<file path="src/design/alp_pkg.sv">
// ----------------------------------------------------------------------------
// alp_pkg: shared types and constants of the address lease pool
// Entry layout, status codes, action and outcome codes.
// ----------------------------------------------------------------------------
`timescale 1ns / 1ps
`default_nettype none
package alp_pkg;

  localparam int POOL_ENTRIES = 256;
  localparam int IDX_W        = $clog2(POOL_ENTRIES);

  localparam logic [1:0] ST_FREE    = 2'd0;
  localparam logic [1:0] ST_OFFERED = 2'd1;
  localparam logic [1:0] ST_BOUND   = 2'd2;
  localparam logic [1:0] ST_SERVER  = 2'd3;

  localparam logic [2:0] ACT_OFFER   = 3'd0;
  localparam logic [2:0] ACT_REQUEST = 3'd1;
  localparam logic [2:0] ACT_RELEASE = 3'd2;
  localparam logic [2:0] ACT_TICK    = 3'd3;
  localparam logic [2:0] ACT_CLAIM   = 3'd4;

  localparam logic [1:0] OUT_OK       = 2'd0;
  localparam logic [1:0] OUT_NO_FREE  = 2'd1;
  localparam logic [1:0] OUT_NOTFOUND = 2'd2;

  localparam logic [2:0] REG_NETWORK = 3'd0;
  localparam logic [2:0] REG_COUNT   = 3'd1;
  localparam logic [2:0] REG_HOLD    = 3'd2;
  localparam logic [2:0] REG_LEASE   = 3'd3;
  localparam logic [2:0] REG_EXCL_0  = 3'd4;
  localparam logic [2:0] REG_EXCL_1  = 3'd5;
  localparam logic [2:0] REG_EXCL_2  = 3'd6;
  localparam logic [2:0] REG_EXCL_3  = 3'd7;

  typedef struct packed {
    logic [1:0]  status;
    logic [47:0] owner;
    logic [31:0] expiry;
  } entry_t;

endpackage
`default_nettype wire

</file>
<file path="src/design/alp_cell.sv">
// ----------------------------------------------------------------------------
// alp_cell: one lease table entry in the rotating ring
// Takes the entry of its neighbor whenever the ring advances.
// ----------------------------------------------------------------------------
`timescale 1ns / 1ps
`default_nettype none
module alp_cell (
  input  wire             clk,
  input  wire             rst_n,
  input  wire             shift,
  input  alp_pkg::entry_t d,
  output alp_pkg::entry_t q
);

  logic [1:0]  status_r;
  logic [47:0] owner_r;
  logic [31:0] expiry_r;

  // reset status only; owner and expiry of a free entry are never read
  always_ff @(posedge clk) begin
    if (!rst_n) begin
      status_r <= alp_pkg::ST_FREE;
    end else if (shift) begin
      status_r <= d.status;
    end
  end

  always_ff @(posedge clk) begin
    if (shift) begin
      owner_r  <= d.owner;
      expiry_r <= d.expiry;
    end
  end

  assign q = '{status: status_r, owner: owner_r, expiry: expiry_r};

endmodule
`default_nettype wire

</file>
<file path="config.mk">
export PLATFORM = sky130hd
export DESIGN_NAME = alp_cell
export DESIGN_NICKNAME = d
export VERILOG_FILES = /design/src/design/alp_pkg.sv /design/src/design/alp_cell.sv
export SDC_FILE = /design/constraint.sdc
export NUM_CORES = 1
export LEC_CHECK = 0
export ABC_AREA = 0
export ABC_CLOCK_PERIOD_IN_PS = 1100
export BUFFER_PORTS_ARGS = -buffer_cell sky130_fd_sc_hd__buf_2
export CAP_MARGIN = 20
export CORE_UTILIZATION = 44
export CTS_CLUSTER_SIZE = 12
export DETAILED_ROUTE_END_ITERATION = 8
export PLACE_DENSITY = 0.84
export SLEW_MARGIN = 20
export SYNTH_ARGS = -nofsm -noshare
export SYNTH_HDL_FRONTEND = slang
export SYNTH_SLANG_ARGS = --single-unit
export TNS_END_PERCENT = 20
</file>
<file path="constraint.sdc">
create_clock -name clk -period 1.1 [get_ports clk]
set_input_delay 0.22 -clock clk [delete_from_list [all_inputs] [get_ports clk]]
set_output_delay 0.22 -clock clk [all_outputs]
set_load 0.01 [all_outputs]
</file>
# After elaboration in Yosys (flattened, before gate mapping)
# Cells that the tools add are included.
# W data, S select, Z words.
[word_totals] n_memories=0 register_bits=82 latch_bits=0 romBits=0 ram_bits=0 wordCells=3 inputBits=85
[op_classes] n_shift=0 reduce_logical=0 mux=0 mul=0 n_addsub=0 n_bitwise=0 magnitude_cmp=0 n_div=0 n_eq_ne=0

# Longest topological paths before layout
# Gate-level depths: netlist of run 1.
[logic_depth] word_depth=0 ltp_mapped=2 ltp_nobuf=2

# Least setup slack after synthesis of run 1
# OpenSTA, ideal clock, no wires.
[synth_path] path_kind="flip-flop to output port" start="register expiry_r[0]" end="output q[0] in the netlist's numbering" path_buffers=0 stages_incl_launch_ff=1 arrival_ps=394 required_time_ps=880 path_slack_ps=486 path_cell_list="edfxtp_1"
[synth_lines] item="start: declaration" line_no="alp_cell.sv:17" text="logic [31:0] expiry_r;"
[synth_lines] item="start signal: assignment" line_no="alp_cell.sv:31" text="expiry_r <= d.expiry;"
[synth_lines] item="end: declaration" line_no="alp_cell.sv:12" text="output alp_pkg::entry_t q"
# No word-level cell between the ends.

# Worst setup path after layout of run 1
[layout_path] start="register expiry_r[29]" end="output q[29] in the netlist's numbering"
# No word-level cell between the ends.

==> results.txt, run 1 <==
largest net degree at the start of global routing: 55
overall routing resource usage: 19.9%
Reg clk slew, reported paths: 70 ps
Final nets: 351
worst hold path class: in2reg
Mapped Area: 0.00247 mm²
Crit Path Max Fanout: 1
Clock Power Share: 33.3%
CP startpoint: expiry_r[29]
Power Internal: 5230 µW
status: complete, but fails checks
DR iter-0 viols: 115
Num CTS Buffers: 9
most frequent cells in the layout: buf_2, edfxtp_1, clkbuf_8
Cell Rows: 26
Max-Cap Viols: 0
Setup Skew: 0 ps
crit path kind: reg2out
Final Hold Slack: 56.1 ps
unrepaired setup endpoints after global routing: true
share of layout cells above drive strength 1: 66.7%
Final Cell Area: 0.00364 mm²
Setup WS post-layout: -19.1 ps
Die X: 77 µm
WL/cell: 16.2 µm
Root Buffer: clkbuf_8
r2r setup slk: 500 ps
family with the most delay on the worst path: flip-flops
max_slew headroom: 81.8%
CP Depth: 1
Worst Setup End Kind: primary output
minimum clock period: 1120 ps
register share of total power: 57.5%
Worst EP arrival: 900 ps
IO Pins: 167
failing checks: negative setup slack
syn_area_per_cell: 28.8 µm²
H-Tree Depth: 3
Initial DRT Pass Iterations: 4
FMAX: 894 MHz
cell count of the worst reg-to-reg path: 2
ant diodes: 0
Syn. warnings: 0
Peak supply drop: 0.000869 V
Antenna Nets Post-Route: 0
GRT overflow: 0
initial antenna violation count: 0
TNS Setup: -19.1 ps
Critical Path Sink: q[29]
Pins Over Slew Limit: 0
Post-CTS Hold Fix Bufs: 0
P per Cell Area: 1800 mW/mm²
Synth cell types: 4
Net Sw Frac: 20.0%
Longest Clk Path Bufs: 2
filler cell count: 381
most common cell after layout, fill and taps aside: buf_2
Seq/Total Area, Yosys: 98.7%
Setup Viol. Count Final: 1
routed via count: 1523
syn nets: 171
Buf+Inv Stages, Crit Path: 1
cells after synthesis: 86
Via density: 4.48
overall power: 6540 µW
CP max stage cell: edfxtp_1
die area: 0.00593 mm²
DPL Wire Length: 4.19 mm
R2R Path End: status_r[1]
Least-Margin Pin Slew: 273 ps
Gate power share: 9.2%
Worst path max stage delay: 410 ps
# port buffers: 166
Placer Congestion: 0.731
Die Y: 77 µm
crit share post-route: 102%
Leak: 0.00159 µW
crit path launch type: flop
vias in the first global route: 1549
Clock Sinks: 82
R2R Path Start: status_r[1]
Switch Pwr: 1310 µW
DRC violations left: 0
Area growth syn-to-layout: 47.2%
CTS tree: built
Worst Path Required: 880 ps
fin util: 69.1%
initial core utilization: 47.0%
post-placement cell area: 0.00344 mm²
clock latency on the worst-skew pair: 330 ps
Setup Fix Bufs, Post-CTS: 0
Critical Path, Cell by Cell: buf_2
Post-Route WL: 5.51 mm
Fin. Hold Viols: 0
post-cts sizing count: 0
FF+latch count, synth: 82
Core ar.: 0.00527 mm²
first-pass GRT wire length: 8.16 mm
==> flip-flops by register name, summed over array words and instances (netlist names) <==
name and cells:
owner_r 48, expiry_r 32, status_r 2
==> worst min-delay path by stage <==
stage / start / to / slack (ps) / cells past startpoint
after CTS: d[78] / owner_r[46] / 40 / 1
final: d[3] / expiry_r[3] / 60 / 1
after global routing: d[11] / expiry_r[11] / 40 / 1
after detailed placement: d[11] / expiry_r[11] / 400 / 1
after global placement: d[23] / expiry_r[23] / 400 / 1
after floorplan: d[0] / expiry_r[0] / 320 / 0
==> cell usage after synthesis <==
master    instances  area, µm²
dfxtp_1           2       40.0
nor2b_1           2       12.5
mux2i_1           2       20.0
edfxtp_1         80       2400
==> per-layer routing <==
| layer | GRT usage, % | share of wire [%] | vias up |
|---|---|---|---|
| li1 | - | - | 703 |
| met3 | 6.19 | 8.7 | 12 |
| met2 | 34.0 | 54 | 94 |
| met5 | 0 | 0 | - |
| met1 | 21.5 | 34 | 714 |
| met4 | 12.3 | 2.8 | 0 |
==> cells by family (layout without fill, tap and decap cells) <==
kind of cell,count (synthesis),count (layout),synth area share (%)
flops,82,82,98.7
simple gates,2,2,0.505
mux,2,2,0.809
buf+inv,0,184,0
==> power groups by stage <==
stage / Combinational, µW / Clock [µW] / Sequential, µW
6_report: 600 / 2180 / 3760
5_1_grt: 643 / 2360 / 3780
4_1_cts: 611 / 2250 / 3760
3_5_place_dp: 610 / 0 / 3830
3_3_place_gp: 592 / 0 / 3810
2_1_floorplan: 7.22 / 0 / 3970
==> stage by stage <==
step | worst slack [ps] | cells
floorplan | 486 | 86
global placement | 155 | 325
detailed placement | 134 | 325
CTS | -27.3 | 340
global route | -49.2 | 340
finish | -19.1 | 340
==> worst register-to-register path, cell delays in order, from the launching register on <==
cell	delay [ps]
dfxtp_1	320
mux2i_1	120
nor2b_1	60
==> cell type report <==
class	instances	area [µm²]	share of cell area (%)
flip-flops and latches	82	2440	67.1
clock inverters	4	67.6	1.86
well taps	70	87.6	2.40
repair buffers	169	881	24.2
clock buffers	11	131	3.61
multi-input cells	4	32.5	0.893
Power figures use the tool's default switching activity.
==> run 2: changes to the inputs <==
==> constraint.sdc (replaced) <==
create_clock -name clk -period 1.1 [get_ports clk]
set_input_delay 0.22 -clock clk [delete_from_list [all_inputs] [get_ports clk]]
set_output_delay 0.22 -clock clk [all_outputs]
set_load 0.1 [all_outputs]
==> run 2 against run 1 <==
  * The run still ends with negative setup slack left
  * Global-route usage is 13 points higher
  * Clock skew unchanged
  * Critical path depth is the same
  * Sequential power is 5% higher
  * Setup slack got worse by 170 ps
  * Power increased by 40%
  * Sequential cell count unchanged
  * First-iteration DRC count increased by 39%
  * Worst hold slack got worse by 30 ps
  * Critical path type unchanged
==> results.txt, run 2 (synthesis gave the netlist of run 1 again) <==
Leak: 0.00203 µW (+28%)
Largest Register: owner_r
initial core utilization: 47.0% (unchanged)
most common cell after layout, fill and taps aside: buf_12
Cell Rows: 26 (unchanged)
Die Y: 77 µm (unchanged)
Final nets: 351 (unchanged)
crit path kind: reg2out
CTS tree: built
Via density: 4.92 (+9.9%)
P per Cell Area: 1870 mW/mm² (+4.1%)
Peak supply drop: 0.00142 V (+63%)
cell count of the worst reg-to-reg path: 2 (unchanged)
met1 usage: 33.1% (+12 points)
Worst path max stage delay: 490 ps (+80 ps)
TNS Setup: -8860 ps (-8840 ps)
Max-Cap Viols: 0 (unchanged)
share of layout cells above drive strength 1: 68.3% (+1.6 points)
met2 usage: 59.2% (+25 points)
Pins Over Slew Limit: 0 (unchanged)
post-placement cell area: 0.00469 mm² (+36%)
Top Usage Layer GRT: met2
fin util: 92.8% (+24 points)
most frequent cells in the layout: buf_12, buf_2, edfxtp_1, clkbuf_8
Buf+Inv Stages, Crit Path: 1 (unchanged)
Clock Sinks: 82 (unchanged)
Setup Fix Bufs, Post-CTS: 0 (unchanged)
failing checks: negative setup slack
first-pass GRT wire length: 12.7 mm (+56%)
initial antenna violation count: 3 (+3)
routed via count: 1688 (+11%)
minimum clock period: 1290 ps (+175 ps)
DPL Wire Length: 6.26 mm (+49%)
Critical Path, Cell by Cell: buf_12
overall power: 9140 µW (+40%)
clock latency on the worst-skew pair: 360 ps (+30 ps)
Post-Route WL: 9.22 mm (+67%)
Worst Path Required: 880 ps (about the same)
H-Tree Depth: 3 (unchanged)
Crit Path Max Fanout: 1 (unchanged)
worst hold path class: in2reg
GRT overflow: 0 (unchanged)
Setup WS post-layout: -194 ps (-175 ps)
Placer Congestion: 0.703 (-3.8%)
family with the most delay on the worst path: flip-flops
Worst Setup End Kind: primary output
post-cts sizing count: 1 (+1)
Hold Crit Depth: 1 (unchanged)
Final Hold Slack: 26.2 ps (-29.9 ps)
unrepaired setup endpoints after global routing: true
WL/cell: 26.9 µm (+66%)
Least-Margin Pin Slew: 221 ps (-51.3 ps)
Num CTS Buffers: 9 (unchanged)
filler cell count: 162 (-57%)
Area growth syn-to-layout: 97.6%
DR iter-0 viols: 160 (+39%)
Fin. Hold Viols: 0 (unchanged)
max reg flops: 48 (unchanged)
Post-CTS Hold Fix Bufs: 0 (unchanged)
crit share post-route: 118% (+16 points)
largest net degree at the start of global routing: 34 (-38%)
status: complete, but fails checks
# port buffers: 166 (unchanged)
Final Cell Area: 0.00489 mm² (+34%)
Core ar.: 0.00527 mm² (unchanged)
Root Buffer: clkbuf_8
Longest Clk Path Bufs: 2 (unchanged)
IO Pins: 167 (unchanged)
CP max stage cell: edfxtp_1
Antenna Nets Post-Route: 0 (unchanged)
CP Depth: 1 (unchanged)
max_slew headroom: 84.8% (+3.0 points)
overall routing resource usage: 33.0% (+13 points)
Reg clk slew, reported paths: 90 ps (+20 ps)
vias in the first global route: 1840 (+19%)
Setup Skew: 0 ps (unchanged)
Initial DRT Pass Iterations: 4 (unchanged)
die area: 0.00593 mm² (unchanged)
DRC violations left: 0 (unchanged)
Setup Viol. Count Final: 82 (+81)
Worst EP arrival: 1070 ps (+170 ps)
crit path launch type: flop
FMAX: 773 MHz (-13%)
biggest regs: owner_r x48, expiry_r x32, status_r x2
met3 Usage GRT: 15.1% (+8.9 points)
Die X: 77 µm (unchanged)
-- run 2: report_power, final --
group	leakage (µW)	switching, µW	internal (µW)
Clock	0.0000905	1150	1040
Combinational	0.00114	2010	1010
Sequential	0.000800	228	3710
-- run 2: layer usage --
layer  vias to the layer above  share of wire (%)
li1                        708                  -
met3                        22                9.7
met2                       132                 54
met4                         2                2.6
met1                       824                 33
met5                         -              0.098
-- run 2: final timing paths --
check / slack (ps) / startpoint / endpoint
worst max-delay path: -190 / owner_r[30] / q[62]
worst min-delay path: 30 / d[17] / expiry_r[17]
worst max register to register: 340 / status_r[0] / status_r[0]
worst min register to register: 620 / status_r[1] / status_r[1]
-- run 2: per-stage QoR --
step	std cells	setup slack, ps
after CTS	341	-184
final	343	-194
after global routing	341	-207
after floorplan	86	-24.0
after detailed placement	325	137
after global placement	325	203
-- run 2: final cells by class --
class	instances	area [µm²]	area share, %
Clock buffer	9	124	2.53
Antenna cell	2	5.00	0.102
Clock inverter	7	70.1	1.43
Multi-Input combinational cell	4	32.5	0.665
Sequential cell	82	2450	50.0
Tap cell	70	87.6	1.79
Timing Repair Buffer	169	2120	43.4
==> run 3: changes to the inputs <==
- BUFFER_PORTS_ARGS: -buffer_cell sky130_fd_sc_hd__buf_2 -> unset
- CORE_UTILIZATION: 44 -> 60
- DONT_BUFFER_PORTS: unset -> 1
- PLACE_DENSITY: 0.84 -> 0.76
==> run 3 against run 2 <==
  * The flow now stops in detailed placement
  * Synthesized area did not move
  * Synthesized cell count is the same
==> results.txt, run 3 <==
status: stopped before the end
failing step: detailed placement
error msg: [ERROR DPL-0038] Utilization greater than 100%, impossible to legalize
Die X: 66.2 µm (-14%)
cells after synthesis: 86 (unchanged)
Syn. warnings: 0 (unchanged)
# port buffers: 0 (-100%)
Placer Congestion: 0.719 (+2.2%)
commonest cells in the netlist: edfxtp_1, dfxtp_1, mux2i_1, nor2b_1
FF+latch count, synth: 82 (unchanged)
syn_area_per_cell: 28.8 µm² (unchanged)
Mapped Area: 0.00247 mm² (unchanged)
IO Pins: 167 (unchanged)
Post-synth EDFFs: 80 (unchanged)
syn nets: 171 (unchanged)
synth top area cells: edfxtp_1, dfxtp_1, mux2i_1, nor2b_1
share of the synthesized area in the top cell type: 97.1% (unchanged)
Die Y: 66.2 µm (-14%)
dominant cell type by area after synthesis: edfxtp_1
initial core utilization: 65.2% (+18 points)
Seq/Total Area, Yosys: 98.7% (unchanged)
prevailing post-synth register cell: edfxtp_1
Cell Rows: 22 (-15%)
ys async rst share: 0% (unchanged)
Synth cell types: 4 (unchanged)
most numerous cell in the Yosys netlist: edfxtp_1
-- run 3: through the flow --
| step | cell area (µm²) | TNS [ps] | cells |
|---|---|---|---|
| 2_1_floorplan | 2480 | -1920 | 86 |
| 3_3_place_gp | 4180 | 0 | 216 |
-- run 3: cell families after synthesis --
kind of cell | after synthesis | synth area share (%)
muxes | 2 | 0.809
and+or+nand+nor | 2 | 0.505
DFF | 82 | 98.7
==> run 4: changes to the inputs <==
- CORE_UTILIZATION: 60 -> 40
- CTS_CLUSTER_SIZE: 12 -> unset
- PLACE_DENSITY: 0.76 -> unset
- PLACE_DENSITY_LB_ADDON: unset -> 0.15
==> run 4 against run 3 <==
  * The flow now finishes, with violations (negative hold slack, negative setup slack)
==> results.txt, run 4 (synthesis gave the netlist of run 1 again) <==
Longest Clk Path Bufs: 2
Worst Setup End Kind: primary output
GRT overflow: 0
failing checks: negative hold slack, negative setup slack
WHS Endpoint: owner_r[0]
filler cell count: 245
Final nets: 344
Die Y: 80.7 µm (+22%)
r2r setup slk: 260 ps
Place WS: 274 ps
Core ar.: 0.00596 mm²
Least-Margin Pin Slew: 266 ps
first-pass GRT wire length: 9.00 mm
crit path kind: reg2out
Reg clk slew, reported paths: 80 ps
ant diodes: 0
largest net degree at the start of global routing: 83
routed via count: 1524
overall power: 9160 µW
share of layout cells above drive strength 1: 36.7%
die area: 0.00651 mm²
worst hold path class: in2reg
hold_sp: shift
P per Cell Area: 1750 mW/mm²
Cell Rows: 28 (+27%)
crit path launch type: flop
post-placement cell area: 0.00421 mm²
clock latency on the worst-skew pair: 320 ps
crit share post-route: 109%
Peak supply drop: 0.00117 V
Worst Path Required: 880 ps
minimum clock period: 1190 ps
CTS tree: built
max reg flops: 48
Num CTS Buffers: 9
Buf+Inv Stages, Crit Path: 1
most common cell after layout, fill and taps aside: buf_12
Worst path max stage delay: 440 ps
fin util: 87.8%
DRC violations left: 0
cell count of the worst reg-to-reg path: 2
Via density: 4.50
family with the most delay on the worst path: flip-flops
R2R Path Start: status_r[1]
Initial DRT Pass Iterations: 4
CP startpoint: expiry_r[27]
status: complete, but fails checks
vias in the first global route: 1664
Area growth syn-to-layout: 111%
initial core utilization: 41.6% (-24 points)
FMAX: 837 MHz
Max-Cap Viols: 0
Largest Register: owner_r
max_slew headroom: 81.8%
WL/cell: 19.0 µm
Final Hold Slack: -3.96 ps
Setup Skew: 0 ps
most frequent cells in the layout: buf_12, edfxtp_1, dlygate4sd3_1, clkbuf_8
Root Buffer: clkbuf_8
Setup WS post-layout: -94.6 ps
# port buffers: 0 (unchanged)
IO Pins: 167 (unchanged)
Leak: 0.00202 µW
initial antenna violation count: 0
Fin. Hold Viols: 3
DR iter-0 viols: 52
Antenna Nets Post-Route: 0
Final Cell Area: 0.00523 mm²
R2R Path End: status_r[1]
Pins Over Slew Limit: 0
Die X: 80.7 µm (+22%)
overall routing resource usage: 20.4%
Post-Route WL: 6.45 mm
unrepaired setup endpoints after global routing: true
Post-CTS Hold Fix Bufs: 80
Setup Viol. Count Final: 80
Clock Sinks: 82
sequential standard cell area: 0.00245 mm²
CP max stage cell: edfxtp_1
Crit Path Max Fanout: 1
area used by multi-input combinational logic: 32.5 µm²
Worst EP arrival: 970 ps
Placer Congestion: 0.639 (-11%)
Hold Crit Depth: 0
H-Tree Depth: 3
biggest regs: owner_r x48, expiry_r x32, status_r x2
Critical Path, Cell by Cell: buf_12
==> run 4: how the worst max path moves through the flow <==
stage / end / slack (ps) / depth (start not counted)
detailed placement: q[71] / 270 / 1
floorplan: q[0] / -20 / 0
finish: q[27] / -90 / 1
global placement: q[42] / 290 / 1
CTS: q[27] / -100 / 1
global route: q[27] / -140 / 1
==> run 4: what timing repair did <==
action	in CTS	in global routing
setup buffers	0	0
endpoints found under the hold margin	142	39
gates resized for setup	0	1
cloned	0	0
endpoints found under the setup margin	80	82
pin swaps	0	0
==> run 4: through the flow <==
step | cells | hold slack, ps | setup TNS, ps
after floorplan | 86 | 319 | -1920
after global routing | 339 | -27.0 | -7950
after detailed placement | 243 | 319 | 0
final | 339 | -3.96 | -5040
after global placement | 243 | 319 | 0
after CTS | 339 | -13.2 | -6020
==> run 4: where the power goes <==
group          internal, µW  leakage [µW]  switching (µW)
combinational          1070       0.00112            1900
sequential             3710      0.000800             206
clock                  1270     0.0000972            1000
total                  6050       0.00202            3110
==> run 4: layer usage <==
metal	global-route usage, %	up-vias	wire length [µm]	part of all wire [%]
met1	20.7	718	2260	35
met4	9.11	0	146	2.3
met2	37.1	105	3460	54
met3	7.39	12	586	9.1
met5	0	-	0	0
li1	-	689	-	-
==> run 4: area by class of cell <==
type | count | area share [%]
clock buffers | 11 | 2.51
clock inverters | 5 | 1.51
multi-input cells | 4 | 0.622
flip-flops and latches | 82 | 46.8
well taps | 75 | 1.80
repair buffers | 162 | 46.7
